### src/rtl/prs_pkg.sv
// ----------------------------------------------------------------------------
// prs_pkg
// types, codes and constants of the power-management request sequencer
// ----------------------------------------------------------------------------
package prs_pkg;

    localparam int CMD_W    = 3;
    localparam int VAL_W    = 10;
    localparam int LIMIT_W  = 10;
    localparam int ERR_W    = 4;
    localparam int STATUS_W = 2;
    localparam int TRANS_W  = 4;
    localparam int PHASE_W  = 4;
    localparam int BUCK_W   = 2;
    localparam int CFG_IDX_W = 2;
    localparam int CFG_DAT_W = 10;

    localparam logic [LIMIT_W-1:0] LIMIT_DEFAULT = LIMIT_W'(180);
    localparam logic [ERR_W-1:0]   ERR_SAT       = ERR_W'(15);
    localparam logic [LIMIT_W-1:0] LIMIT_MIN_RST = LIMIT_W'(32);
    localparam logic [LIMIT_W-1:0] LIMIT_MAX_RST = LIMIT_W'(800);
    localparam logic [ERR_W-1:0]   ERR_LIMIT_RST = ERR_W'(3);

    // commands
    localparam logic [CMD_W-1:0] CMD_SET_LIMIT = 3'd0;
    localparam logic [CMD_W-1:0] CMD_SET_CHG   = 3'd1;
    localparam logic [CMD_W-1:0] CMD_SET_BUCK  = 3'd2;
    localparam logic [CMD_W-1:0] CMD_SHIP      = 3'd3;
    localparam logic [CMD_W-1:0] CMD_MEAS_GO   = 3'd4;
    localparam logic [CMD_W-1:0] CMD_MEAS_STOP = 3'd5;
    localparam logic [CMD_W-1:0] CMD_BUS_DONE  = 3'd6;
    localparam logic [CMD_W-1:0] CMD_TIMER     = 3'd7;

    // status codes
    localparam logic [STATUS_W-1:0] ST_OK    = 2'd0;
    localparam logic [STATUS_W-1:0] ST_RANGE = 2'd1;
    localparam logic [STATUS_W-1:0] ST_BUSY  = 2'd2;

    // transaction codes
    localparam logic [TRANS_W-1:0] TR_LIMIT    = 4'd0;
    localparam logic [TRANS_W-1:0] TR_LIMIT_EN = 4'd1;
    localparam logic [TRANS_W-1:0] TR_CHG_ON   = 4'd2;
    localparam logic [TRANS_W-1:0] TR_CHG_OFF  = 4'd3;
    localparam logic [TRANS_W-1:0] TR_BUCK     = 4'd4;
    localparam logic [TRANS_W-1:0] TR_READOUT  = 4'd7;
    localparam logic [TRANS_W-1:0] TR_TRIGGER  = 4'd8;
    localparam logic [TRANS_W-1:0] TR_SHIP     = 4'd9;

    // buck modes
    localparam logic [BUCK_W-1:0] BUCK_AUTO = 2'd0;
    localparam logic [BUCK_W-1:0] BUCK_PWM  = 2'd1;
    localparam logic [BUCK_W-1:0] BUCK_PFM  = 2'd2;

    // sequencer phases
    localparam logic [PHASE_W-1:0] PH_IDLE    = 4'd0;
    localparam logic [PHASE_W-1:0] PH_CHG_ON  = 4'd1;
    localparam logic [PHASE_W-1:0] PH_CHG_OFF = 4'd2;
    localparam logic [PHASE_W-1:0] PH_LIMIT   = 4'd3;
    localparam logic [PHASE_W-1:0] PH_BUCK    = 4'd4;
    localparam logic [PHASE_W-1:0] PH_SHIP    = 4'd5;
    localparam logic [PHASE_W-1:0] PH_TRIGGER = 4'd6;
    localparam logic [PHASE_W-1:0] PH_WAIT    = 4'd7;
    localparam logic [PHASE_W-1:0] PH_READOUT = 4'd8;

    // configuration register indexes
    localparam logic [CFG_IDX_W-1:0] CFG_LIMIT_MIN = 2'd0;
    localparam logic [CFG_IDX_W-1:0] CFG_LIMIT_MAX = 2'd1;
    localparam logic [CFG_IDX_W-1:0] CFG_ADC_WAIT  = 2'd2;
    localparam logic [CFG_IDX_W-1:0] CFG_ERR_LIMIT = 2'd3;

    typedef struct packed {
        logic [CMD_W-1:0] cmd;
        logic [VAL_W-1:0] request_value;
        logic             bus_ok;
    } req_t;

    typedef struct packed {
        logic [STATUS_W-1:0] status;
        logic                issue_valid;
        logic [TRANS_W-1:0]  transaction;
        logic [7:0]          step_code_high;
        logic                step_code_low;
        logic                timer_start;
        logic                report_ready;
        logic                fatal_error;
    } res_t;

    typedef struct packed {
        logic [LIMIT_W-1:0] limit_min;
        logic [LIMIT_W-1:0] limit_max;
        logic [ERR_W-1:0]   error_limit;
    } cfg_t;

endpackage

### src/rtl/prs_req_if.sv
// ----------------------------------------------------------------------------
// prs_req_if
// request and completion event channel
// ----------------------------------------------------------------------------
interface prs_req_if;
    logic                      valid;
    logic                      ready;
    logic [prs_pkg::CMD_W-1:0] cmd;
    logic [prs_pkg::VAL_W-1:0] request_value;
    logic                      bus_ok;

    modport source (output valid, output cmd, output request_value, output bus_ok,
                    input ready);
    modport sink   (input valid, input cmd, input request_value, input bus_ok,
                    output ready);
endinterface

### src/rtl/prs_rsp_if.sv
// ----------------------------------------------------------------------------
// prs_rsp_if
// result channel
// ----------------------------------------------------------------------------
interface prs_rsp_if;
    logic                         valid;
    logic                         ready;
    logic [prs_pkg::STATUS_W-1:0] status;
    logic                         issue_valid;
    logic [prs_pkg::TRANS_W-1:0]  transaction;
    logic [7:0]                   step_code_high;
    logic                         step_code_low;
    logic                         timer_start;
    logic                         report_ready;
    logic                         fatal_error;

    modport source (output valid, output status, output issue_valid, output transaction,
                    output step_code_high, output step_code_low, output timer_start,
                    output report_ready, output fatal_error, input ready);
    modport sink   (input valid, input status, input issue_valid, input transaction,
                    input step_code_high, input step_code_low, input timer_start,
                    input report_ready, input fatal_error, output ready);
endinterface

### src/rtl/prs_cfg_if.sv
// ----------------------------------------------------------------------------
// prs_cfg_if
// configuration register write channel
// ----------------------------------------------------------------------------
interface prs_cfg_if;
    logic                          valid;
    logic                          ready;
    logic [prs_pkg::CFG_IDX_W-1:0] index;
    logic [prs_pkg::CFG_DAT_W-1:0] data;

    modport source (output valid, output index, output data, input ready);
    modport sink   (input valid, input index, input data, output ready);
endinterface

### src/rtl/prs_engine.sv
// ----------------------------------------------------------------------------
// prs_engine
// sequencer state and the per-event update with priority transaction pick
// ----------------------------------------------------------------------------
module prs_engine (
    input  logic          clk,
    input  logic          rst_n,
    input  logic          step_en,
    input  prs_pkg::req_t req,
    input  prs_pkg::cfg_t cfg,
    output prs_pkg::res_t res
);

    logic [prs_pkg::PHASE_W-1:0] phase_reg, phase_next;
    logic [prs_pkg::LIMIT_W-1:0] limit_written_reg, limit_written_next;
    logic [prs_pkg::LIMIT_W-1:0] limit_requested_reg, limit_requested_next;
    logic [prs_pkg::LIMIT_W-1:0] limit_in_flight_reg, limit_in_flight_next;
    logic                        charging_on_reg, charging_on_next;
    logic                        charging_wanted_reg, charging_wanted_next;
    logic [prs_pkg::BUCK_W-1:0]  buck_written_reg, buck_written_next;
    logic [prs_pkg::BUCK_W-1:0]  buck_wanted_reg, buck_wanted_next;
    logic [prs_pkg::BUCK_W-1:0]  buck_in_flight_reg, buck_in_flight_next;
    logic                        ship_pending_reg, ship_pending_next;
    logic                        trigger_pending_reg, trigger_pending_next;
    logic                        readout_pending_reg, readout_pending_next;
    logic                        measure_owner_reg, measure_owner_next;
    logic [prs_pkg::ERR_W-1:0]   error_run_reg, error_run_next;

    always_comb
    begin
        logic pick;
        pick                 = 1'b0;
        res                  = '0;
        phase_next           = phase_reg;
        limit_written_next   = limit_written_reg;
        limit_requested_next = limit_requested_reg;
        limit_in_flight_next = limit_in_flight_reg;
        charging_on_next     = charging_on_reg;
        charging_wanted_next = charging_wanted_reg;
        buck_written_next    = buck_written_reg;
        buck_wanted_next     = buck_wanted_reg;
        buck_in_flight_next  = buck_in_flight_reg;
        ship_pending_next    = ship_pending_reg;
        trigger_pending_next = trigger_pending_reg;
        readout_pending_next = readout_pending_reg;
        measure_owner_next   = measure_owner_reg;
        error_run_next       = error_run_reg;

        case (req.cmd)
            prs_pkg::CMD_SET_LIMIT:
            begin
                if (!(req.request_value inside {[cfg.limit_min:cfg.limit_max]}))
                begin
                    res.status = prs_pkg::ST_RANGE;
                end
                else
                begin
                    limit_requested_next = req.request_value;
                    pick = 1'b1;
                end
            end
            prs_pkg::CMD_SET_CHG:
            begin
                charging_wanted_next = (req.request_value != '0);
                pick = 1'b1;
            end
            prs_pkg::CMD_SET_BUCK:
            begin
                if (req.request_value inside {prs_pkg::VAL_W'(prs_pkg::BUCK_PWM),
                                              prs_pkg::VAL_W'(prs_pkg::BUCK_PFM)})
                begin
                    buck_wanted_next = req.request_value[prs_pkg::BUCK_W-1:0];
                end
                else
                begin
                    buck_wanted_next = prs_pkg::BUCK_AUTO;
                end
                pick = 1'b1;
            end
            prs_pkg::CMD_SHIP:
            begin
                ship_pending_next = 1'b1;
                pick = 1'b1;
            end
            prs_pkg::CMD_MEAS_GO:
            begin
                if (measure_owner_reg)
                begin
                    res.status = prs_pkg::ST_BUSY;
                end
                else
                begin
                    measure_owner_next   = 1'b1;
                    trigger_pending_next = 1'b1;
                    pick = 1'b1;
                end
            end
            prs_pkg::CMD_MEAS_STOP:
            begin
                measure_owner_next = 1'b0;
            end
            prs_pkg::CMD_BUS_DONE:
            begin
                if (!(phase_reg inside {prs_pkg::PH_IDLE, prs_pkg::PH_WAIT}))
                begin
                    pick = 1'b1;
                    if (!req.bus_ok)
                    begin
                        if (error_run_reg < prs_pkg::ERR_SAT)
                        begin
                            error_run_next = error_run_reg + 1'b1;
                        end
                        phase_next = prs_pkg::PH_IDLE;
                    end
                    else
                    begin
                        error_run_next = '0;
                        phase_next     = prs_pkg::PH_IDLE;
                        case (phase_reg)
                            prs_pkg::PH_CHG_ON:  charging_on_next = 1'b1;
                            prs_pkg::PH_CHG_OFF: charging_on_next = 1'b0;
                            prs_pkg::PH_LIMIT:   limit_written_next = limit_in_flight_reg;
                            prs_pkg::PH_BUCK:    buck_written_next = buck_in_flight_reg;
                            prs_pkg::PH_SHIP:    ship_pending_next = 1'b0;
                            prs_pkg::PH_TRIGGER:
                            begin
                                trigger_pending_next = 1'b0;
                                res.timer_start      = 1'b1;
                                phase_next           = prs_pkg::PH_WAIT;
                            end
                            prs_pkg::PH_READOUT:
                            begin
                                readout_pending_next = 1'b0;
                                res.report_ready     = measure_owner_reg;
                                measure_owner_next   = 1'b0;
                            end
                            default: phase_next = prs_pkg::PH_IDLE;
                        endcase
                    end
                end
            end
            default:
            begin
                if (phase_reg == prs_pkg::PH_WAIT)
                begin
                    readout_pending_next = 1'b1;
                    phase_next           = prs_pkg::PH_IDLE;
                    pick = 1'b1;
                end
            end
        endcase

        // priority pick when nothing is outstanding
        if (pick && phase_next == prs_pkg::PH_IDLE)
        begin
            if (limit_written_next != limit_requested_next)
            begin
                limit_in_flight_next = limit_requested_next;
                res.issue_valid      = 1'b1;
                res.transaction      = charging_on_next ? prs_pkg::TR_LIMIT_EN
                                                        : prs_pkg::TR_LIMIT;
                res.step_code_high   = limit_requested_next[prs_pkg::LIMIT_W-1:2];
                res.step_code_low    = limit_requested_next[1];
                phase_next           = prs_pkg::PH_LIMIT;
            end
            else if (charging_on_next != charging_wanted_next)
            begin
                res.issue_valid = 1'b1;
                res.transaction = charging_wanted_next ? prs_pkg::TR_CHG_ON
                                                       : prs_pkg::TR_CHG_OFF;
                phase_next      = charging_wanted_next ? prs_pkg::PH_CHG_ON
                                                       : prs_pkg::PH_CHG_OFF;
            end
            else if (buck_written_next != buck_wanted_next)
            begin
                buck_in_flight_next = buck_wanted_next;
                res.issue_valid     = 1'b1;
                res.transaction     = prs_pkg::TR_BUCK
                                      + prs_pkg::TRANS_W'(buck_wanted_next);
                phase_next          = prs_pkg::PH_BUCK;
            end
            else if (readout_pending_next)
            begin
                res.issue_valid = 1'b1;
                res.transaction = prs_pkg::TR_READOUT;
                phase_next      = prs_pkg::PH_READOUT;
            end
            else if (trigger_pending_next)
            begin
                res.issue_valid = 1'b1;
                res.transaction = prs_pkg::TR_TRIGGER;
                phase_next      = prs_pkg::PH_TRIGGER;
            end
            else if (ship_pending_next)
            begin
                res.issue_valid = 1'b1;
                res.transaction = prs_pkg::TR_SHIP;
                phase_next      = prs_pkg::PH_SHIP;
            end
        end

        res.fatal_error = (error_run_next > cfg.error_limit);
    end

    always_ff @(posedge clk or negedge rst_n)
    begin
        if (!rst_n)
        begin
            phase_reg           <= prs_pkg::PH_IDLE;
            limit_written_reg   <= prs_pkg::LIMIT_DEFAULT;
            limit_requested_reg <= prs_pkg::LIMIT_DEFAULT;
            limit_in_flight_reg <= prs_pkg::LIMIT_DEFAULT;
            charging_on_reg     <= 1'b0;
            charging_wanted_reg <= 1'b0;
            buck_written_reg    <= prs_pkg::BUCK_AUTO;
            buck_wanted_reg     <= prs_pkg::BUCK_AUTO;
            buck_in_flight_reg  <= prs_pkg::BUCK_AUTO;
            ship_pending_reg    <= 1'b0;
            trigger_pending_reg <= 1'b0;
            readout_pending_reg <= 1'b0;
            measure_owner_reg   <= 1'b0;
            error_run_reg       <= '0;
        end
        else if (step_en)
        begin
            phase_reg           <= phase_next;
            limit_written_reg   <= limit_written_next;
            limit_requested_reg <= limit_requested_next;
            limit_in_flight_reg <= limit_in_flight_next;
            charging_on_reg     <= charging_on_next;
            charging_wanted_reg <= charging_wanted_next;
            buck_written_reg    <= buck_written_next;
            buck_wanted_reg     <= buck_wanted_next;
            buck_in_flight_reg  <= buck_in_flight_next;
            ship_pending_reg    <= ship_pending_next;
            trigger_pending_reg <= trigger_pending_next;
            readout_pending_reg <= readout_pending_next;
            measure_owner_reg   <= measure_owner_next;
            error_run_reg       <= error_run_next;
        end
    end

endmodule

### src/rtl/pmic_request_sequencer_top.sv
// ----------------------------------------------------------------------------
// pmic_request_sequencer_top
// power-management request sequencer: tracks requested and written settings
// and issues one prioritized bus transaction code per event when idle
// ----------------------------------------------------------------------------
//  channel   dir   handshake         payload
//  req_in    in    valid / ready     cmd, request_value, bus_ok
//  rsp_out   out   valid / ready     status .. fatal_error, one item per event
//  cfg       in    valid / ready     index, data (ready always high)
//
//  one event per cycle while rsp_out is ready; path: event register, result register
//  the event register feeds the state update, the result register holds the item
//  a stalled result holds; req_in stays ready while the event register can drain
//  reset clears all control state and loads the register reset values
//  the adc wait time is run by the external timer and has no effect here
// ----------------------------------------------------------------------------
module pmic_request_sequencer_top (
    input logic         clk,
    input logic         rst_n,
    prs_req_if.sink     req_in,
    prs_rsp_if.source   rsp_out,
    prs_cfg_if.sink     cfg
);

    logic                        in_valid_reg, in_valid_next;
    prs_pkg::req_t               req_reg;
    logic                        out_valid_reg, out_valid_next;
    prs_pkg::res_t               res_reg;
    prs_pkg::res_t               res_step;
    prs_pkg::cfg_t               cfg_reg;
    logic                        in_take;
    logic                        advance;

    assign advance       = in_valid_reg && (!out_valid_reg || rsp_out.ready);
    assign req_in.ready  = !in_valid_reg || advance;
    assign in_take       = req_in.valid && req_in.ready;
    assign in_valid_next = in_take || (in_valid_reg && !advance);
    assign out_valid_next = advance || (out_valid_reg && !rsp_out.ready);
    assign cfg.ready     = 1'b1;

    always_ff @(posedge clk or negedge rst_n)
    begin
        if (!rst_n)
        begin
            in_valid_reg  <= 1'b0;
            out_valid_reg <= 1'b0;
        end
        else
        begin
            in_valid_reg  <= in_valid_next;
            out_valid_reg <= out_valid_next;
        end
    end

    always_ff @(posedge clk)
    begin
        if (in_take)
        begin
            req_reg.cmd           <= req_in.cmd;
            req_reg.request_value <= req_in.request_value;
            req_reg.bus_ok        <= req_in.bus_ok;
        end
        if (advance)
        begin
            res_reg <= res_step;
        end
    end

    always_ff @(posedge clk or negedge rst_n)
    begin
        if (!rst_n)
        begin
            cfg_reg.limit_min   <= prs_pkg::LIMIT_MIN_RST;
            cfg_reg.limit_max   <= prs_pkg::LIMIT_MAX_RST;
            cfg_reg.error_limit <= prs_pkg::ERR_LIMIT_RST;
        end
        else if (cfg.valid)
        begin
            case (cfg.index)
                prs_pkg::CFG_LIMIT_MIN: cfg_reg.limit_min <= cfg.data;
                prs_pkg::CFG_LIMIT_MAX: cfg_reg.limit_max <= cfg.data;
                prs_pkg::CFG_ERR_LIMIT:
                    cfg_reg.error_limit <= cfg.data[prs_pkg::ERR_W-1:0];
                default: ;
            endcase
        end
    end

    prs_engine u_engine (
        .clk     (clk),
        .rst_n   (rst_n),
        .step_en (advance),
        .req     (req_reg),
        .cfg     (cfg_reg),
        .res     (res_step)
    );

    assign rsp_out.valid          = out_valid_reg;
    assign rsp_out.status         = res_reg.status;
    assign rsp_out.issue_valid    = res_reg.issue_valid;
    assign rsp_out.transaction    = res_reg.transaction;
    assign rsp_out.step_code_high = res_reg.step_code_high;
    assign rsp_out.step_code_low  = res_reg.step_code_low;
    assign rsp_out.timer_start    = res_reg.timer_start;
    assign rsp_out.report_ready   = res_reg.report_ready;
    assign rsp_out.fatal_error    = res_reg.fatal_error;

endmodule

### src/flat_wrapper.sv
// flat-port wrapper written by rule: the top's interface ports become plain ports
module pmic_request_sequencer_top_flat 
  (clk, rst_n, req_in_valid, req_in_cmd, req_in_request_value, req_in_bus_ok, req_in_ready, rsp_out_valid, rsp_out_status, rsp_out_issue_valid, rsp_out_transaction, rsp_out_step_code_high, rsp_out_step_code_low, rsp_out_timer_start, rsp_out_report_ready, rsp_out_fatal_error, rsp_out_ready, cfg_valid, cfg_index, cfg_data, cfg_ready);
  prs_req_if req_in_i ();
  prs_rsp_if rsp_out_i ();
  prs_cfg_if cfg_i ();
  input logic clk;
  input logic rst_n;
  input wire logic [$bits(req_in_i.valid)-1:0] req_in_valid;
  input wire logic [$bits(req_in_i.cmd)-1:0] req_in_cmd;
  input wire logic [$bits(req_in_i.request_value)-1:0] req_in_request_value;
  input wire logic [$bits(req_in_i.bus_ok)-1:0] req_in_bus_ok;
  output wire logic [$bits(req_in_i.ready)-1:0] req_in_ready;
  output wire logic [$bits(rsp_out_i.valid)-1:0] rsp_out_valid;
  output wire logic [$bits(rsp_out_i.status)-1:0] rsp_out_status;
  output wire logic [$bits(rsp_out_i.issue_valid)-1:0] rsp_out_issue_valid;
  output wire logic [$bits(rsp_out_i.transaction)-1:0] rsp_out_transaction;
  output wire logic [$bits(rsp_out_i.step_code_high)-1:0] rsp_out_step_code_high;
  output wire logic [$bits(rsp_out_i.step_code_low)-1:0] rsp_out_step_code_low;
  output wire logic [$bits(rsp_out_i.timer_start)-1:0] rsp_out_timer_start;
  output wire logic [$bits(rsp_out_i.report_ready)-1:0] rsp_out_report_ready;
  output wire logic [$bits(rsp_out_i.fatal_error)-1:0] rsp_out_fatal_error;
  input wire logic [$bits(rsp_out_i.ready)-1:0] rsp_out_ready;
  input wire logic [$bits(cfg_i.valid)-1:0] cfg_valid;
  input wire logic [$bits(cfg_i.index)-1:0] cfg_index;
  input wire logic [$bits(cfg_i.data)-1:0] cfg_data;
  output wire logic [$bits(cfg_i.ready)-1:0] cfg_ready;
  assign req_in_i.valid = req_in_valid;
  assign req_in_i.cmd = req_in_cmd;
  assign req_in_i.request_value = req_in_request_value;
  assign req_in_i.bus_ok = req_in_bus_ok;
  assign req_in_ready = req_in_i.ready;
  assign rsp_out_valid = rsp_out_i.valid;
  assign rsp_out_status = rsp_out_i.status;
  assign rsp_out_issue_valid = rsp_out_i.issue_valid;
  assign rsp_out_transaction = rsp_out_i.transaction;
  assign rsp_out_step_code_high = rsp_out_i.step_code_high;
  assign rsp_out_step_code_low = rsp_out_i.step_code_low;
  assign rsp_out_timer_start = rsp_out_i.timer_start;
  assign rsp_out_report_ready = rsp_out_i.report_ready;
  assign rsp_out_fatal_error = rsp_out_i.fatal_error;
  assign rsp_out_i.ready = rsp_out_ready;
  assign cfg_i.valid = cfg_valid;
  assign cfg_i.index = cfg_index;
  assign cfg_i.data = cfg_data;
  assign cfg_ready = cfg_i.ready;
  pmic_request_sequencer_top u_core (.clk(clk), .rst_n(rst_n), .req_in(req_in_i), .rsp_out(rsp_out_i), .cfg(cfg_i));
endmodule
### config.mk
export PLATFORM = sky130hd
export DESIGN_NAME = pmic_request_sequencer_top_flat
export DESIGN_NICKNAME = d
export VERILOG_FILES = /design/src/rtl/prs_pkg.sv /design/src/rtl/prs_req_if.sv /design/src/rtl/prs_rsp_if.sv /design/src/rtl/prs_cfg_if.sv /design/src/rtl/prs_engine.sv /design/src/rtl/pmic_request_sequencer_top.sv /design/src/flat_wrapper.sv
export SDC_FILE = /design/constraint.sdc
export NUM_CORES = 1
export LEC_CHECK = 0
export BUFFER_PORTS_ARGS = -buffer_cell sky130_fd_sc_hd__buf_2
export CAP_MARGIN = 10
export CORE_AREA = 2 2 143 180
export DETAILED_ROUTE_END_ITERATION = 8
export DIE_AREA = 0 0 145 182
export PLACE_DENSITY = 0.48
export SLEW_MARGIN = 20
export SYNTH_ARGS = -nofsm -noshare
export SYNTH_HDL_FRONTEND = slang
export SYNTH_HIERARCHICAL = 1
export SYNTH_SLANG_ARGS = --single-unit
### constraint.sdc
create_clock -name clk -period 3.3 [get_ports clk]
set_input_delay 0.495 -clock clk [delete_from_list [all_inputs] [get_ports clk]]
set_output_delay 0.495 -clock clk [all_outputs]
set_load 0.05 [all_outputs]
==> reports/metrics.csv <==
stage;metric;value;unit
outcome;status;finished clean;
yosys;syn_nets;625;
route;drt_iter0_markers;234;
setup_path;reg2reg_slack;0.13;ns
timing;max_freq;316;MHz
yosys;async_reset_ff_frac;0.697;
yosys;synth_ff_type;dfrtp_1;
place;pre_cts_ws;-0.0514;ns
route;dr.pass1.iters;4;
yosys;yosys.cell_count.top_type;dfrtp_1;
floorplan;die_area;26400;sq um
cells_and_area;drive_above_1_share;0.319;
place;gpl.final_weighted_congestion;0.804;
power_and_ir_drop;power_density;640;nW/um^2
clocking;cts-root-buf;clkbuf_16;
floorplan;rows;65;
cells_and_area;largest_reg_flops;24;
clocking;hold_buffers;0;
route;wire_per_inst;15.5;um
cells_and_area;n_antenna_cell;0;
grt;track_usage;0.118;
yosys;avgSynthCellArea;10.6;sq um
power_and_ir_drop;vdd_drop_max;0.000286;V
setup_path;crit_path_start_kind;register;
yosys;synth_cell_types;80;
setup_path;slowest_stage;dfstp_2;
route;vias_per_cell;4.56;
yosys;ys_warn_count;6;
route;dr_total_vias;4554;
floorplan;start_util;0.244;
power_and_ir_drop;power_leakage;3.13;nW
grt;grt_max_degree;60;
clocking;clock_path_buffers;2;
route;final_antenna_net_count;0;
timing;setup_viol_count_final;0;
yosys;synthTopCellsByCount;58 x dfrtp_1, 46 x nor2_1, 40 x a21oi_1, 40 x inv_1, 36 x nand2_1;
setup_path;crit_required;3.54;ns
yosys;ys_ff_latch;109;
setup_path;r2r-end;u_core/u_engine/phase_reg[0];
yosys;synth_edf_count;33;
grt;grt_pass1_vias;4528;
clocking;cts-buffers-inserted;9;
route;drt_wl_total;15400;um
cells_and_area;register_area;2920;sq um
setup_path;cp-end-kind;register;
place;port_buffers;51;
yosys;synthesis.area;6060;sq um
timing;holdWs;0.240;ns
timing;max_slew_margin;0.358;
setup_path;crit_path_max_incr_delay;0.53;ns
floorplan;coreArea;24800;sq um
clocking;clock_latency;0.36;ns
clocking;cts_num_sinks;109;
worst_hold_path;hold_path.class;in -> async;
floorplan;die_w;145;um
yosys;synth_cells;569;
timing;slew_viol_final;0;
clocking;path_clk_slew;0.08;ns
timing;fin_crit_sh;0.960;
grt;overflow;0;
setup_path;critical_path_class;reg -> reg;
run;drv_cap;0;
setup_path;cp_top_family;compound AO/OA/AOI/OAI gates;
clocking;tritoncts;done;
place;dp_hpwl;11500;um
setup_path;crit_fanout;5;
grt;antenna_found_initial;0;
timing;layout_setup_ws;0.132;ns
cells_and_area;area_growth;22.8;%
cells_and_area;multi_input_area;3020;sq um
yosys;seq_area_frac_synth;0.481;
setup_path;path_cells;inv_1, ha_4, nand4_1, buf_4, o31ai_4, o32a_4, and3_4, nor3_1, nor4b_4, a31oi_2, buf_6, a2111o_1;
timing;final_hold_viol_count;0;
cells_and_area;utilization;0.300;
floorplan;boundaryPins;53;
setup_path;crit-reg2reg-launch;u_core/cfg_reg[12];
timing;worst_slew_pin_slew;0.959;ns
yosys;ys_top_cells_by_area;dfrtp_1 24%, edfxtp_1 16%, dfstp_2 7.8%;
setup_path;r2r_cells;12;
timing;skew;0.0110;ns
place;dp.cells;975;
yosys;yosys.area.top_type;dfrtp_1;
timing;period_minus_slack;3.17;ns
cells_and_area;finalNetCount;715;
floorplan;fp.dieH;182;um
setup_path;critPathBufInv;3;
cells_and_area;fillers;2593;
setup_path;crit_arrival;3.41;ns
grt;grt_pass1_wl;24600;um
yosys;synth_top_area_frac;0.240;
cells_and_area;fin_cells;999;
route;drc;0;
clocking;htree_levels;3;
## cells in the final DEF, fill, tap and decap left out, types with 4 or more instances in the layout
master / synthesis / routed
a21o_1: 6 / 6
a21oi_1: 40 / 36
a21oi_2: 0 / 4
and2_1: 5 / 4
and3_1: 9 / 6
buf_2: 9 / 50
buf_4: 4 / 48
clkbuf_16: 0 / 9
dfrtp_1: 58 / 58
dfstp_2: 18 / 18
edfxtp_1: 33 / 33
ha_1: 25 / 22
inv_1: 40 / 40
mux2_2: 28 / 28
mux2_4: 10 / 10
mux2i_1: 13 / 13
nand2_1: 36 / 36
nand2b_1: 11 / 11
nand3_1: 22 / 22
nand4_1: 5 / 5
nor2_1: 46 / 45
nor3_1: 22 / 20
o211ai_1: 5 / 5
o21ai_0: 18 / 18
o21ai_1: 10 / 10
o22a_1: 8 / 8
## metrics by stage
step	cell area [sq um]	total power, W	setup TNS [ns]
after floorplan	6060	0.00314	0
after global placement	6940	0.00364	0
after detailed placement	6940	0.00365	-0.356
after CTS	7230	0.00472	0
after global routing	7440	0.00508	-0.138
final	7440	0.00476	0
## per-layer routing
layer  vias to the layer above  track usage  wire length [um]
met1                      2187        0.152              7230
met5                         -            0                 0
li1                       2263            -                 -
met4                         0       0.0523               357
met3                        20       0.0183               604
met2                        84        0.198              7260
## kinds of logic (layout without fill, tap and decap cells)
kind of cell	Yosys count	in the layout	synth area share
buffers and inverters	63	157	0.0458
AO/OA/AOI/OAI	120	121	0.134
flip-flops	109	109	0.481
multiplexers	54	54	0.104
other	1	1	0.000619
AND/OR/NAND/NOR	193	193	0.177
adder cells (fa/ha/maj)	25	25	0.0516
XOR/XNOR	4	4	0.00578
## how the worst max path moves through the flow
stage                                                  end  depth (start not counted)          startpoint
global placement              u_core/u_engine/phase_reg[0]                         12  u_core/cfg_reg[13]
global route        u_core/u_engine/limit_in_flight_reg[0]                         12   u_core/req_reg[8]
floorplan                       u_core/rsp_out.issue_valid                         12  u_core/cfg_reg[19]
detailed placement            u_core/u_engine/phase_reg[0]                         12  u_core/cfg_reg[13]
CTS                           u_core/u_engine/phase_reg[0]                         11  u_core/cfg_reg[19]
finish                        u_core/u_engine/phase_reg[0]                         12  u_core/cfg_reg[12]
## power by group
group          total, W  internal (W)  switching, W  leakage (nW)
Clock           0.00105      0.000525      0.000529         0.132
Combinational   0.00172      0.000739      0.000982          1.80
Sequential      0.00199       0.00178      0.000209          1.19
Total           0.00476       0.00304       0.00172          3.13
## layout make-up
type | instances | share of cell area
Sequential cell | 109 | 0.392
Multi-Input combinational cell | 398 | 0.406
Timing Repair Buffer | 101 | 0.0878
Clock buffer | 11 | 0.0313
Clock inverter | 5 | 0.00606
Tap cell | 335 | 0.0564
Inverter | 40 | 0.0202
## worst reg2reg max path, cell delays in order (launching register included)
cell,delay (ns)
dfstp_2,0.53
inv_1,0.06
ha_4,0.27
nand4_1,0.11
buf_4,0.16
o31ai_4,0.33
o32a_4,0.27
and3_4,0.20
nor3_1,0.07
nor4b_4,0.37
a31oi_2,0.18
buf_6,0.16
a2111o_1,0.34
## what timing repair did
action | 4_1_cts | 5_1_grt
pin swaps | 0 | 8
resized for setup | 2 | 26
setup endpoints to repair | 9 | 25
setup buffers | 0 | 7
cloned | 0 | 1
Note: power is estimated with default switching activity, not from simulation.
